## src/hdl/assert_macros.svh

```systemverilog
// Assertion helpers shared by the stack ALU modules.
// Every check is sampled on the rising clock edge and is off while reset is low.
`ifndef ASSERT_MACROS_SVH
`define ASSERT_MACROS_SVH

// Same-cycle implication.
`define ASSERT_IMPLIES(label, clk, rst_n, ante, cons, msg) \
    label: assert property (@(posedge clk) disable iff (!rst_n) (ante) |-> (cons)) \
        else $error(msg);

// Next-cycle implication.
`define ASSERT_NEXT(label, clk, rst_n, ante, cons, msg) \
    label: assert property (@(posedge clk) disable iff (!rst_n) (ante) |=> (cons)) \
        else $error(msg);

`endif

```

## src/hdl/smalu_pkg.sv

```systemverilog
// ----------------------------------------------------------------------------
// Stack machine ALU package
// Word layouts, operation and status codes, and the request and response
// bundles between the sequencer and the shared arithmetic unit.
// ----------------------------------------------------------------------------
package smalu_pkg;

    localparam int VALUE_W = 32;
    localparam int DEPTH_W = 7;
    localparam int KIND_W  = 3;

    typedef logic [KIND_W-1:0]         t_kind;
    typedef logic signed [VALUE_W-1:0] t_value;
    typedef logic [DEPTH_W-1:0]        t_depth;

    localparam t_kind KIND_PUSH = 3'd0;
    localparam t_kind KIND_ADD  = 3'd1;
    localparam t_kind KIND_MUL  = 3'd2;
    localparam t_kind KIND_DIV  = 3'd3;
    localparam t_kind KIND_SUB  = 3'd4;

    typedef enum logic [1:0] {
        STATUS_OK        = 2'd0,
        STATUS_UNDERFLOW = 2'd1,
        STATUS_OVERFLOW  = 2'd2,
        STATUS_DIV_ZERO  = 2'd3
    } t_status;

    typedef enum logic [1:0] {
        ALU_ADD = 2'd0,
        ALU_SUB = 2'd1,
        ALU_MUL = 2'd2,
        ALU_DIV = 2'd3
    } t_alu_op;

    typedef struct packed {
        logic    start;
        t_alu_op op;
    } t_alu_req;

    typedef struct packed {
        logic done;
        logic busy;
    } t_alu_rsp;

    typedef struct packed {
        t_kind  kind;
        t_value immediate;
    } t_in_word;

    typedef struct packed {
        t_value  top_value;
        t_status status;
        t_depth  depth;
    } t_out_word;

endpackage

```

## src/hdl/smalu_ram.sv

```systemverilog
// ----------------------------------------------------------------------------
// Generic single-port-write, single-port-read RAM
// One write and one read per cycle; the read data is registered.
// ----------------------------------------------------------------------------
module smalu_ram #(
    parameter int WIDTH = 32,
    parameter int DEPTH = 64
) (
    input  logic                     i_clk,
    input  logic                     i_wr_en,
    input  logic [$clog2(DEPTH)-1:0] i_wr_addr,
    input  logic [WIDTH-1:0]         i_wr_data,
    input  logic                     i_rd_en,
    input  logic [$clog2(DEPTH)-1:0] i_rd_addr,
    output logic [WIDTH-1:0]         o_rd_data
);

    logic [WIDTH-1:0] r_mem [DEPTH];
    logic [WIDTH-1:0] r_rd_data;

    always_ff @(posedge i_clk) begin
        if (i_wr_en) begin
            r_mem[i_wr_addr] <= i_wr_data;
        end
        if (i_rd_en) begin
            r_rd_data <= r_mem[i_rd_addr];
        end
    end

    assign o_rd_data = r_rd_data;

endmodule

```

## src/hdl/smalu_exec.sv

```systemverilog
// ----------------------------------------------------------------------------
// Stack machine ALU shared arithmetic unit
// One adder/subtractor does add and subtract in a single pass, multiply by
// shift and add one bit per cycle, and signed divide by restoring division
// one quotient bit per cycle, with sign handling through the same adder.
// ----------------------------------------------------------------------------
`include "assert_macros.svh"

module smalu_exec #(
    parameter int DATA_WIDTH = 32
) (
    input  logic                  i_clk,
    input  logic                  i_rst_n,
    input  smalu_pkg::t_alu_req   i_req,
    input  logic [DATA_WIDTH-1:0] i_first,
    input  logic [DATA_WIDTH-1:0] i_second,
    output smalu_pkg::t_alu_rsp   o_rsp,
    output logic [DATA_WIDTH-1:0] o_result
);

    localparam int CW = $clog2(DATA_WIDTH);
    localparam int SW = DATA_WIDTH + 2;

    typedef enum logic [7:0] {
        S_IDLE = 8'b0000_0001,
        S_ADD  = 8'b0000_0010,
        S_MUL  = 8'b0000_0100,
        S_ABSA = 8'b0000_1000,
        S_ABSB = 8'b0001_0000,
        S_DIV  = 8'b0010_0000,
        S_FIX  = 8'b0100_0000,
        S_DONE = 8'b1000_0000
    } t_exec_state;

    t_exec_state           r_state, n_state;
    logic [DATA_WIDTH-1:0] r_acc, n_acc;
    logic [DATA_WIDTH-1:0] r_x, n_x;
    logic [DATA_WIDTH-1:0] r_y, n_y;
    logic [CW-1:0]         r_cnt, n_cnt;
    logic                  r_sub, n_sub;
    logic                  r_neg, n_neg;

    logic [DATA_WIDTH:0]   op_x;
    logic [DATA_WIDTH:0]   op_y;
    logic                  op_sub;
    logic [SW-1:0]         sum;
    logic                  ge;

    // Operand selection for the one shared adder.
    always_comb begin
        op_x   = '0;
        op_y   = '0;
        op_sub = 1'b0;
        case (r_state)
            S_ADD: begin
                op_x   = {1'b0, r_x};
                op_y   = {1'b0, r_y};
                op_sub = r_sub;
            end
            S_MUL: begin
                op_x = {1'b0, r_acc};
                op_y = {1'b0, r_x};
            end
            S_ABSA: begin
                op_y   = {1'b0, r_x};
                op_sub = 1'b1;
            end
            S_ABSB: begin
                op_y   = {1'b0, r_y};
                op_sub = 1'b1;
            end
            S_DIV: begin
                op_x   = {r_acc, r_x[DATA_WIDTH-1]};
                op_y   = {1'b0, r_y};
                op_sub = 1'b1;
            end
            S_FIX: begin
                op_y   = {1'b0, r_x};
                op_sub = 1'b1;
            end
            default: begin
                op_sub = 1'b0;
            end
        endcase
    end

    assign sum = {1'b0, op_x} + {1'b0, op_y ^ {(DATA_WIDTH + 1){op_sub}}} + SW'(op_sub);
    // The carry out of a subtraction is set when the minuend is not below the subtrahend.
    assign ge  = sum[SW-1];

    always_comb begin
        n_state = r_state;
        n_acc   = r_acc;
        n_x     = r_x;
        n_y     = r_y;
        n_cnt   = r_cnt;
        n_sub   = r_sub;
        n_neg   = r_neg;
        case (r_state)
            S_IDLE: begin
                if (i_req.start) begin
                    n_x   = i_first;
                    n_y   = i_second;
                    n_acc = '0;
                    n_cnt = CW'(DATA_WIDTH - 1);
                    n_sub = (i_req.op == smalu_pkg::ALU_SUB);
                    n_neg = i_first[DATA_WIDTH-1] ^ i_second[DATA_WIDTH-1];
                    case (i_req.op)
                        smalu_pkg::ALU_ADD: n_state = S_ADD;
                        smalu_pkg::ALU_SUB: n_state = S_ADD;
                        smalu_pkg::ALU_MUL: n_state = S_MUL;
                        smalu_pkg::ALU_DIV: n_state = S_ABSA;
                        default:            n_state = S_ADD;
                    endcase
                end
            end
            S_ADD: begin
                n_acc   = sum[DATA_WIDTH-1:0];
                n_state = S_DONE;
            end
            S_MUL: begin
                if (r_y[0]) begin
                    n_acc = sum[DATA_WIDTH-1:0];
                end
                n_x   = {r_x[DATA_WIDTH-2:0], 1'b0};
                n_y   = {1'b0, r_y[DATA_WIDTH-1:1]};
                n_cnt = r_cnt - 1'b1;
                if (r_cnt == '0) begin
                    n_state = S_DONE;
                end
            end
            S_ABSA: begin
                if (r_x[DATA_WIDTH-1]) begin
                    n_x = sum[DATA_WIDTH-1:0];
                end
                n_state = S_ABSB;
            end
            S_ABSB: begin
                if (r_y[DATA_WIDTH-1]) begin
                    n_y = sum[DATA_WIDTH-1:0];
                end
                n_state = S_DIV;
            end
            S_DIV: begin
                // The partial remainder stays below the divisor, so it fits the word.
                n_acc   = ge ? sum[DATA_WIDTH-1:0] : op_x[DATA_WIDTH-1:0];
                n_x     = {r_x[DATA_WIDTH-2:0], ge};
                n_cnt   = r_cnt - 1'b1;
                if (r_cnt == '0) begin
                    n_state = S_FIX;
                end
            end
            S_FIX: begin
                n_acc   = r_neg ? sum[DATA_WIDTH-1:0] : r_x;
                n_state = S_DONE;
            end
            S_DONE: begin
                n_state = S_IDLE;
            end
            default: begin
                n_state = S_IDLE;
            end
        endcase
    end

    always_ff @(posedge i_clk) begin
        if (!i_rst_n) begin
            r_state <= S_IDLE;
        end else begin
            r_state <= n_state;
        end
        r_acc <= n_acc;
        r_x   <= n_x;
        r_y   <= n_y;
        r_cnt <= n_cnt;
        r_sub <= n_sub;
        r_neg <= n_neg;
    end

    assign o_rsp.done = (r_state == S_DONE);
    assign o_rsp.busy = (r_state != S_IDLE);
    assign o_result   = r_acc;

    `ASSERT_IMPLIES(a_start_when_idle, i_clk, i_rst_n, i_req.start, r_state == S_IDLE, "start while busy")
    `ASSERT_NEXT(a_div_iterates, i_clk, i_rst_n, r_state == S_DIV && r_cnt != '0, r_state == S_DIV, "divide left early")
    `ASSERT_NEXT(a_mul_iterates, i_clk, i_rst_n, r_state == S_MUL && r_cnt != '0, r_state == S_MUL, "multiply left early")

endmodule

```

## src/hdl/stack_machine_alu_unit.sv

```systemverilog
// ----------------------------------------------------------------------------
// Stack machine ALU
// Executes one push, add, multiply, divide or subtract per input word on a
// bounded operand stack and returns the new top, a status and the depth.
//
//   Channel | Direction | Handshake               | Word
//   --------+-----------+-------------------------+-----------
//   in      | input     | i_in_valid / o_in_ready | t_in_word
//   out     | output    | o_out_valid/i_out_ready | t_out_word
//
// Push, no-op, underflow and overflow go straight to writeback; divide by zero
// first passes operand fetch; add, subtract, multiply and divide pass operand
// fetch and the shared unit, where multiply and divide run one bit per cycle
// through the shared adder. The stack top is cached in a register and the
// entry below it comes from the stack RAM over its single registered read port.
// Reset clears the sequencer, the stack pointer and the output valid flag.
// A new word is accepted while the previous result waits; a stalled output
// holds the next result in writeback until the output register frees.
// ----------------------------------------------------------------------------
`include "assert_macros.svh"

module stack_machine_alu_unit #(
    parameter int STACK_DEPTH = 64,
    parameter int DATA_WIDTH  = 32
) (
    input  logic                 i_clk,
    input  logic                 i_rst_n,
    input  logic                 i_in_valid,
    output logic                 o_in_ready,
    input  smalu_pkg::t_in_word  i_in,
    output logic                 o_out_valid,
    input  logic                 i_out_ready,
    output smalu_pkg::t_out_word o_out
);

    localparam int AW  = $clog2(STACK_DEPTH);
    localparam int SPW = $clog2(STACK_DEPTH + 1);

    typedef enum logic [3:0] {
        T_IDLE = 4'b0001,
        T_OPND = 4'b0010,
        T_EXEC = 4'b0100,
        T_WB   = 4'b1000
    } t_seq_state;

    t_seq_state            r_state, n_state;
    logic [SPW-1:0]        r_sp, n_sp;
    logic [DATA_WIDTH-1:0] r_top, n_top;
    logic [DATA_WIDTH-1:0] r_res, n_res;
    smalu_pkg::t_kind      r_kind, n_kind;
    smalu_pkg::t_status    r_status, n_status;
    logic                  r_apply, n_apply;
    logic                  r_out_valid, n_out_valid;
    smalu_pkg::t_out_word  r_out, n_out;

    logic                  in_accept;
    logic                  out_load;
    logic [SPW-1:0]        sp_m2;
    logic                  is_push;
    logic                  rd_en;
    logic                  wr_en;
    logic [AW-1:0]         wr_addr;
    logic [DATA_WIDTH-1:0] second;
    smalu_pkg::t_alu_req   alu_req;
    smalu_pkg::t_alu_rsp   alu_rsp;
    logic [DATA_WIDTH-1:0] alu_result;

    assign in_accept = i_in_valid && o_in_ready;
    assign out_load  = (r_state == T_WB) && (!r_out_valid || i_out_ready);
    assign sp_m2     = r_sp - SPW'(2);
    assign is_push   = (r_kind == smalu_pkg::KIND_PUSH);
    assign rd_en     = in_accept && (i_in.kind != smalu_pkg::KIND_PUSH)
                       && (i_in.kind <= smalu_pkg::KIND_SUB) && (r_sp >= SPW'(2));
    assign wr_en     = out_load && r_apply;
    assign wr_addr   = is_push ? r_sp[AW-1:0] : sp_m2[AW-1:0];

    smalu_ram #(
        .WIDTH (DATA_WIDTH),
        .DEPTH (STACK_DEPTH)
    ) u_stack (
        .i_clk     (i_clk),
        .i_wr_en   (wr_en),
        .i_wr_addr (wr_addr),
        .i_wr_data (r_res),
        .i_rd_en   (rd_en),
        .i_rd_addr (sp_m2[AW-1:0]),
        .o_rd_data (second)
    );

    smalu_exec #(
        .DATA_WIDTH (DATA_WIDTH)
    ) u_exec (
        .i_clk    (i_clk),
        .i_rst_n  (i_rst_n),
        .i_req    (alu_req),
        .i_first  (r_top),
        .i_second (second),
        .o_rsp    (alu_rsp),
        .o_result (alu_result)
    );

    always_comb begin
        alu_req.start = 1'b0;
        alu_req.op    = smalu_pkg::ALU_ADD;
        case (r_kind)
            smalu_pkg::KIND_ADD: alu_req.op = smalu_pkg::ALU_ADD;
            smalu_pkg::KIND_MUL: alu_req.op = smalu_pkg::ALU_MUL;
            smalu_pkg::KIND_DIV: alu_req.op = smalu_pkg::ALU_DIV;
            smalu_pkg::KIND_SUB: alu_req.op = smalu_pkg::ALU_SUB;
            default:             alu_req.op = smalu_pkg::ALU_ADD;
        endcase
        if (r_state == T_OPND) begin
            alu_req.start = !((r_kind == smalu_pkg::KIND_DIV) && (second == '0));
        end
    end

    always_comb begin
        n_state     = r_state;
        n_sp        = r_sp;
        n_top       = r_top;
        n_res       = r_res;
        n_kind      = r_kind;
        n_status    = r_status;
        n_apply     = r_apply;
        n_out       = r_out;
        n_out_valid = r_out_valid && !i_out_ready;
        case (r_state)
            T_IDLE: begin
                if (in_accept) begin
                    n_kind   = i_in.kind;
                    n_res    = DATA_WIDTH'(i_in.immediate);
                    n_status = smalu_pkg::STATUS_OK;
                    n_apply  = 1'b0;
                    n_state  = T_WB;
                    case (i_in.kind)
                        smalu_pkg::KIND_PUSH: begin
                            if (r_sp == SPW'(STACK_DEPTH)) begin
                                n_status = smalu_pkg::STATUS_OVERFLOW;
                            end else begin
                                n_apply = 1'b1;
                            end
                        end
                        smalu_pkg::KIND_ADD, smalu_pkg::KIND_MUL,
                        smalu_pkg::KIND_DIV, smalu_pkg::KIND_SUB: begin
                            if (r_sp < SPW'(2)) begin
                                n_status = smalu_pkg::STATUS_UNDERFLOW;
                            end else begin
                                n_state = T_OPND;
                            end
                        end
                        default: begin
                            n_apply = 1'b0;
                        end
                    endcase
                end
            end
            T_OPND: begin
                if (alu_req.start) begin
                    n_state = T_EXEC;
                end else begin
                    n_status = smalu_pkg::STATUS_DIV_ZERO;
                    n_state  = T_WB;
                end
            end
            T_EXEC: begin
                if (alu_rsp.done) begin
                    n_res   = alu_result;
                    n_apply = 1'b1;
                    n_state = T_WB;
                end
            end
            T_WB: begin
                if (out_load) begin
                    if (r_apply) begin
                        n_top = r_res;
                        n_sp  = is_push ? r_sp + 1'b1 : r_sp - 1'b1;
                    end
                    n_out.top_value = (n_sp == '0) ? '0 : smalu_pkg::t_value'(n_top);
                    n_out.status    = r_status;
                    n_out.depth     = smalu_pkg::t_depth'(n_sp);
                    n_out_valid     = 1'b1;
                    n_state         = T_IDLE;
                end
            end
            default: begin
                n_state = T_IDLE;
            end
        endcase
    end

    always_ff @(posedge i_clk) begin
        if (!i_rst_n) begin
            r_state     <= T_IDLE;
            r_sp        <= '0;
            r_out_valid <= 1'b0;
        end else begin
            r_state     <= n_state;
            r_sp        <= n_sp;
            r_out_valid <= n_out_valid;
        end
        r_top    <= n_top;
        r_res    <= n_res;
        r_kind   <= n_kind;
        r_status <= n_status;
        r_apply  <= n_apply;
        r_out    <= n_out;
    end

    assign o_in_ready  = (r_state == T_IDLE);
    assign o_out_valid = r_out_valid;
    assign o_out       = r_out;

    `ASSERT_IMPLIES(a_sp_bound, i_clk, i_rst_n, 1'b1, r_sp <= SPW'(STACK_DEPTH), "stack pointer past depth")
    `ASSERT_IMPLIES(a_sp_moves_in_wb, i_clk, i_rst_n, !$stable(r_sp), $past(r_state == T_WB), "stack pointer moved outside writeback")
    `ASSERT_NEXT(a_busy_after_accept, i_clk, i_rst_n, in_accept, !o_in_ready, "ready held after accept")
    `ASSERT_IMPLIES(a_exec_free, i_clk, i_rst_n, alu_req.start, !alu_rsp.busy, "shared unit busy")

endmodule
```

## config.mk

```make
export PLATFORM = sky130hd
export DESIGN_NAME = stack_machine_alu_unit
export DESIGN_NICKNAME = d
export VERILOG_FILES = /design/src/hdl/smalu_pkg.sv /design/src/hdl/smalu_ram.sv /design/src/hdl/smalu_exec.sv /design/src/hdl/stack_machine_alu_unit.sv
export VERILOG_INCLUDE_DIRS = /design/src /design/src/hdl
export SDC_FILE = /design/constraint.sdc
export NUM_CORES = 2
export LEC_CHECK = 0
export BUFFER_PORTS_ARGS = -buffer_cell sky130_fd_sc_hd__buf_2
export CORE_MARGIN = 2
export CORE_UTILIZATION = 25
export CTS_BUF_LIST = sky130_fd_sc_hd__clkbuf_8
export CTS_CLUSTER_DIAMETER = 50
export DETAILED_ROUTE_END_ITERATION = 10
export PLACE_DENSITY = 0.48
export SYNTH_ARGS = -nofsm -noshare
export SYNTH_HDL_FRONTEND = slang
export SYNTH_SLANG_ARGS = --single-unit
```

## constraint.sdc

```tcl
create_clock -name i_clk -period 15.1 [get_ports i_clk]
set_input_delay 1.51 -clock i_clk [delete_from_list [all_inputs] [get_ports i_clk]]
set_output_delay 1.51 -clock i_clk [all_outputs]
set_load 0.05 [all_outputs]
```

==> flow_metrics.env <==
export IMPL_fin_area_mm2=0.107
export IMPL_fin_skew_ps=88.9
export IMPL_cts_resized=0
export IMPL_die_h_um=611
export IMPL_ys_warn_count=0
export IMPL_max_freq_mhz=150
export IMPL_cp_cell_sequence="nor4_1, and4b_1, a2111o_2, and3b_1, or2_2, fa_1, nand2b_1, a211oi_1, nor4_1, o21ai_0, a31o_2, a31o_2, a211o_1, a21oi_1, xnor2_1, a221o_1"
export IMPL_postLayoutCoreUtil=0.290
export IMPL_drc=0
export IMPL_period_minus_slack_ps=6670
export IMPL_via_count=46300
export IMPL_cts_sinks=2314
export IMPL_rsz0062_at_grt="false"
export IMPL_p_comb_frac=0.029
export IMPL_synthesis_area_mm2=0.0922
export IMPL_final_instance_count_excl_fill=9855
export IMPL_syn_instance_count=4317
export IMPL_async_reset_ff_frac=0
export IMPL_multiInputGateArea_mm2=0.0226
export IMPL_power_density_mw_per_mm2=119
export IMPL_antenna_found_initial=27
export IMPL_die_w_um=611
export IMPL_synth_seq_area_share=0.751
export IMPL_insertion_delay_ps=1020
export IMPL_grt_max_degree=140
export IMPL_via_per_inst=4.69
export IMPL_critical_path_class="reg2reg"
export IMPL_synth_enable_flop_cells=2294
export IMPL_min_from="r_status[0]"
export IMPL_pwr_share_seq=0.563
export IMPL_finalCritPeriodShare=0.442
export IMPL_wl_met3_mm=14.5
export IMPL_port_buffers=81
export IMPL_fillers=36000
export IMPL_dp_slack_ps=8480
export IMPL_seqCellArea_mm2=0.0693
export IMPL_cp_end_kind="register"
export IMPL_outcome="completed"
export IMPL_crit_arrival_ps=7440
export IMPL_placed_cells=9145
export IMPL_p_clk_frac=0.409
export IMPL_cts_root_buf="clkbuf_8"
export IMPL_wl_mm=259
export IMPL_setup_slack_ps=8430
export IMPL_cp_startpoint="u_exec.r_state[1]"
export IMPL_track_usage=0.136
export IMPL_drt_pass1_iter_count=5
export IMPL_synth_area_per_cell_um2=21.4
export IMPL_start_util=0.251
export IMPL_final_max_slew_viol_count=0
export IMPL_grt_pass1_wl_mm=366
export IMPL_ioPinCount=82
export IMPL_p_switching_mw=2.82
export IMPL_worstMarginPinSlew_ps=1260
export IMPL_slew_headroom=0.150
export IMPL_place_hpwl_mm=143
export IMPL_swShare=0.223
export IMPL_timing_rr_start="u_exec.r_state[1]"
export IMPL_nets=4786
export IMPL_die_area_mm2=0.374
export IMPL_path_max_fanout=33
export IMPL_synth_top_flop_cell="edfxtp_1"
export IMPL_synth_cell_types=70
export IMPL_cts_setup_buffers=0
export IMPL_postPlaceCellArea_mm2=0.0996
export IMPL_met2WireLength_mm=126
export IMPL_ir_drop_uv=69.9
export IMPL_finalHoldViolations=0
export IMPL_syn2layout_area_growth_pct=15.6
export IMPL_ctsHoldBuffers=0
export IMPL_holdCritPathClass="reg2reg"
export IMPL_numCtsBuffers=396
export IMPL_drt_met1_wl_mm=114
export IMPL_power_leakage_nw=32.4
export IMPL_max_stage_delay_ps=900
export IMPL_rows=223
export IMPL_maxCapViolCount=0
export IMPL_tns_ps=0
export IMPL_first_global_vias=48000
export IMPL_start_kind="register"
export IMPL_finalPower_mw=12.7
export IMPL_gp_congestion=0.833
export IMPL_final_setup_viol_count=0
export IMPL_top_layer="met4"
export IMPL_tritoncts="yes"
export IMPL_drive_gt1_frac=0.299
export IMPL_clockBufferDepth=4
export IMPL_cts_clk_slew_worst_paths_ps=60
export IMPL_wl_per_cell_um=26.3
export IMPL_p_int_mw=9.83
export IMPL_grt_overflow_total=0
export IMPL_core_area_mm2=0.368
export IMPL_holdWs_ps=423
export IMPL_cp_required_ps=15870
export IMPL_synth_nets=4397
export IMPL_crit_slowest_cell="a2111o_2"
export IMPL_ant_nets=0
export IMPL_dr_first_iter_drc_count=4809
export IMPL_synth_seq_cells=2314
export IMPL_cts_htree_levels=5
worst max-delay path: cells and delay by family (launching register included):
kind / cells / cell delay (ps)
AO/OA/AOI/OAI: 8 / 3080
AND/OR/NAND/NOR: 6 / 2320
adder cells (fa/ha/maj): 1 / 460
flip-flops: 1 / 350
XOR/XNOR: 1 / 180
cells in the mapped netlist (8+ instances only):
cell type / number / area share
ha_1: 39 / 0.0053
a21oi_1: 42 / 0.0023
xor2_1: 18 / 0.0017
and3_1: 8 / 0.00054
o21ai_1: 29 / 0.0016
mux4_2: 672 / 0.16
dfxtp_1: 20 / 0.0043
nor2b_1: 11 / 0.00075
o21a_1: 8 / 0.00065
xnor2_1: 57 / 0.0054
buf_1: 76 / 0.0031
o21ai_0: 74 / 0.0040
mux2_2: 35 / 0.0043
a21o_1: 31 / 0.0025
o31a_1: 33 / 0.0031
nor3_1: 14 / 0.00076
nor2_1: 110 / 0.0045
nand3_1: 18 / 0.00098
edfxtp_1: 2294 / 0.75
inv_1: 34 / 0.0014
nand2b_1: 11 / 0.00075
nor4_1: 16 / 0.0011
clkbuf_1: 156 / 0.0063
nand2_1: 232 / 0.0094
mux2i_1: 15 / 0.0016
a22oi_1: 137 / 0.011
power by group through the flow:
stage	sequential [mW]	clock [mW]	combinational, mW
after floorplan	7.31	0	0.144
after global placement	7.25	0	0.356
after detailed placement	7.25	0	0.366
after CTS	7.12	5.32	0.368
after global routing	7.11	5.60	0.390
final	7.12	5.17	0.364
kinds of logic (layout without fill, tap and decap cells):
| logic type | Yosys count | count (layout) | share of synthesized area |
|---|---|---|---|
| xor+xnor | 75 | 75 | 0.00712 |
| fa+ha+maj | 41 | 41 | 0.00572 |
| other cells | 0 | 7 | 0 |
| simple gates | 471 | 471 | 0.0230 |
| compound gates | 422 | 422 | 0.0317 |
| flops | 2314 | 2314 | 0.751 |
| mux | 722 | 722 | 0.170 |
| buf+inv | 272 | 966 | 0.0112 |
layout make-up:
type	count	area share
Inverter	34	0.00120
Clock inverter	303	0.0145
Tap cell	4837	0.0567
Antenna cell	7	0.000164
Sequential cell	2314	0.650
Clock buffer	400	0.0516
Multi-Input combinational cell	1731	0.211
Timing Repair Buffer	229	0.0148
final timing paths:
| kind | endpoint | slack (ps) | cells after the start |
|---|---|---|---|
| worst max register to register | u_exec.r_y[30] | 8430 | 16 |
| worst max-delay path | u_exec.r_y[30] | 8430 | 16 |
| worst min-delay path | o_out[7] | 420 | 0 |
| worst min register to register | o_out[7] | 420 | 0 |
metal layers:
| metal | track usage | vias up |
|---|---|---|
| met5 | 0 | - |
| met1 | 0.188 | 25300 |
| met3 | 0.0211 | 358 |
| met2 | 0.224 | 1531 |
| li1 | - | 19100 |
| met4 | 0.0315 | 0 |
flip-flops by register name (all words and copies together) (netlist names), 2 cells and up:
signal and flops:
u_exec.r_state 8, u_exec.o_result 32, r_state 4, u_exec.r_y 32, r_sp 7, u_stack.r_mem 2048
u_stack.o_rd_data 32, r_res 32, r_kind 3, o_out 41, r_status 2, r_top 32
u_exec.r_cnt 5, u_exec.r_x 32
layout by cell type (no fill, tap or decap), types with 9 or more instances in the layout:
cell and instances:
edfxtp_1 2294, mux4_2 672, clkbuf_8 400, nand2_1 232, inv_1 163, buf_4 143
a22oi_1 136, clkinv_1 112, buf_2 81, o21ai_0 74, nor2_4 65, xnor2_1 54
nor2_1 44, a21oi_1 38, ha_1 38, mux2_2 35, o31a_1 33, clkinv_2 32
a21o_1 31, o21ai_1 28, nand3_1 18, dfxtp_1 18, xor2_1 17, nor4_1 15
mux2i_1 15, nor3_1 13, nand2b_1 11, nor2b_1 10, bufinv_16 9
Power figures use the tool's default switching activity.
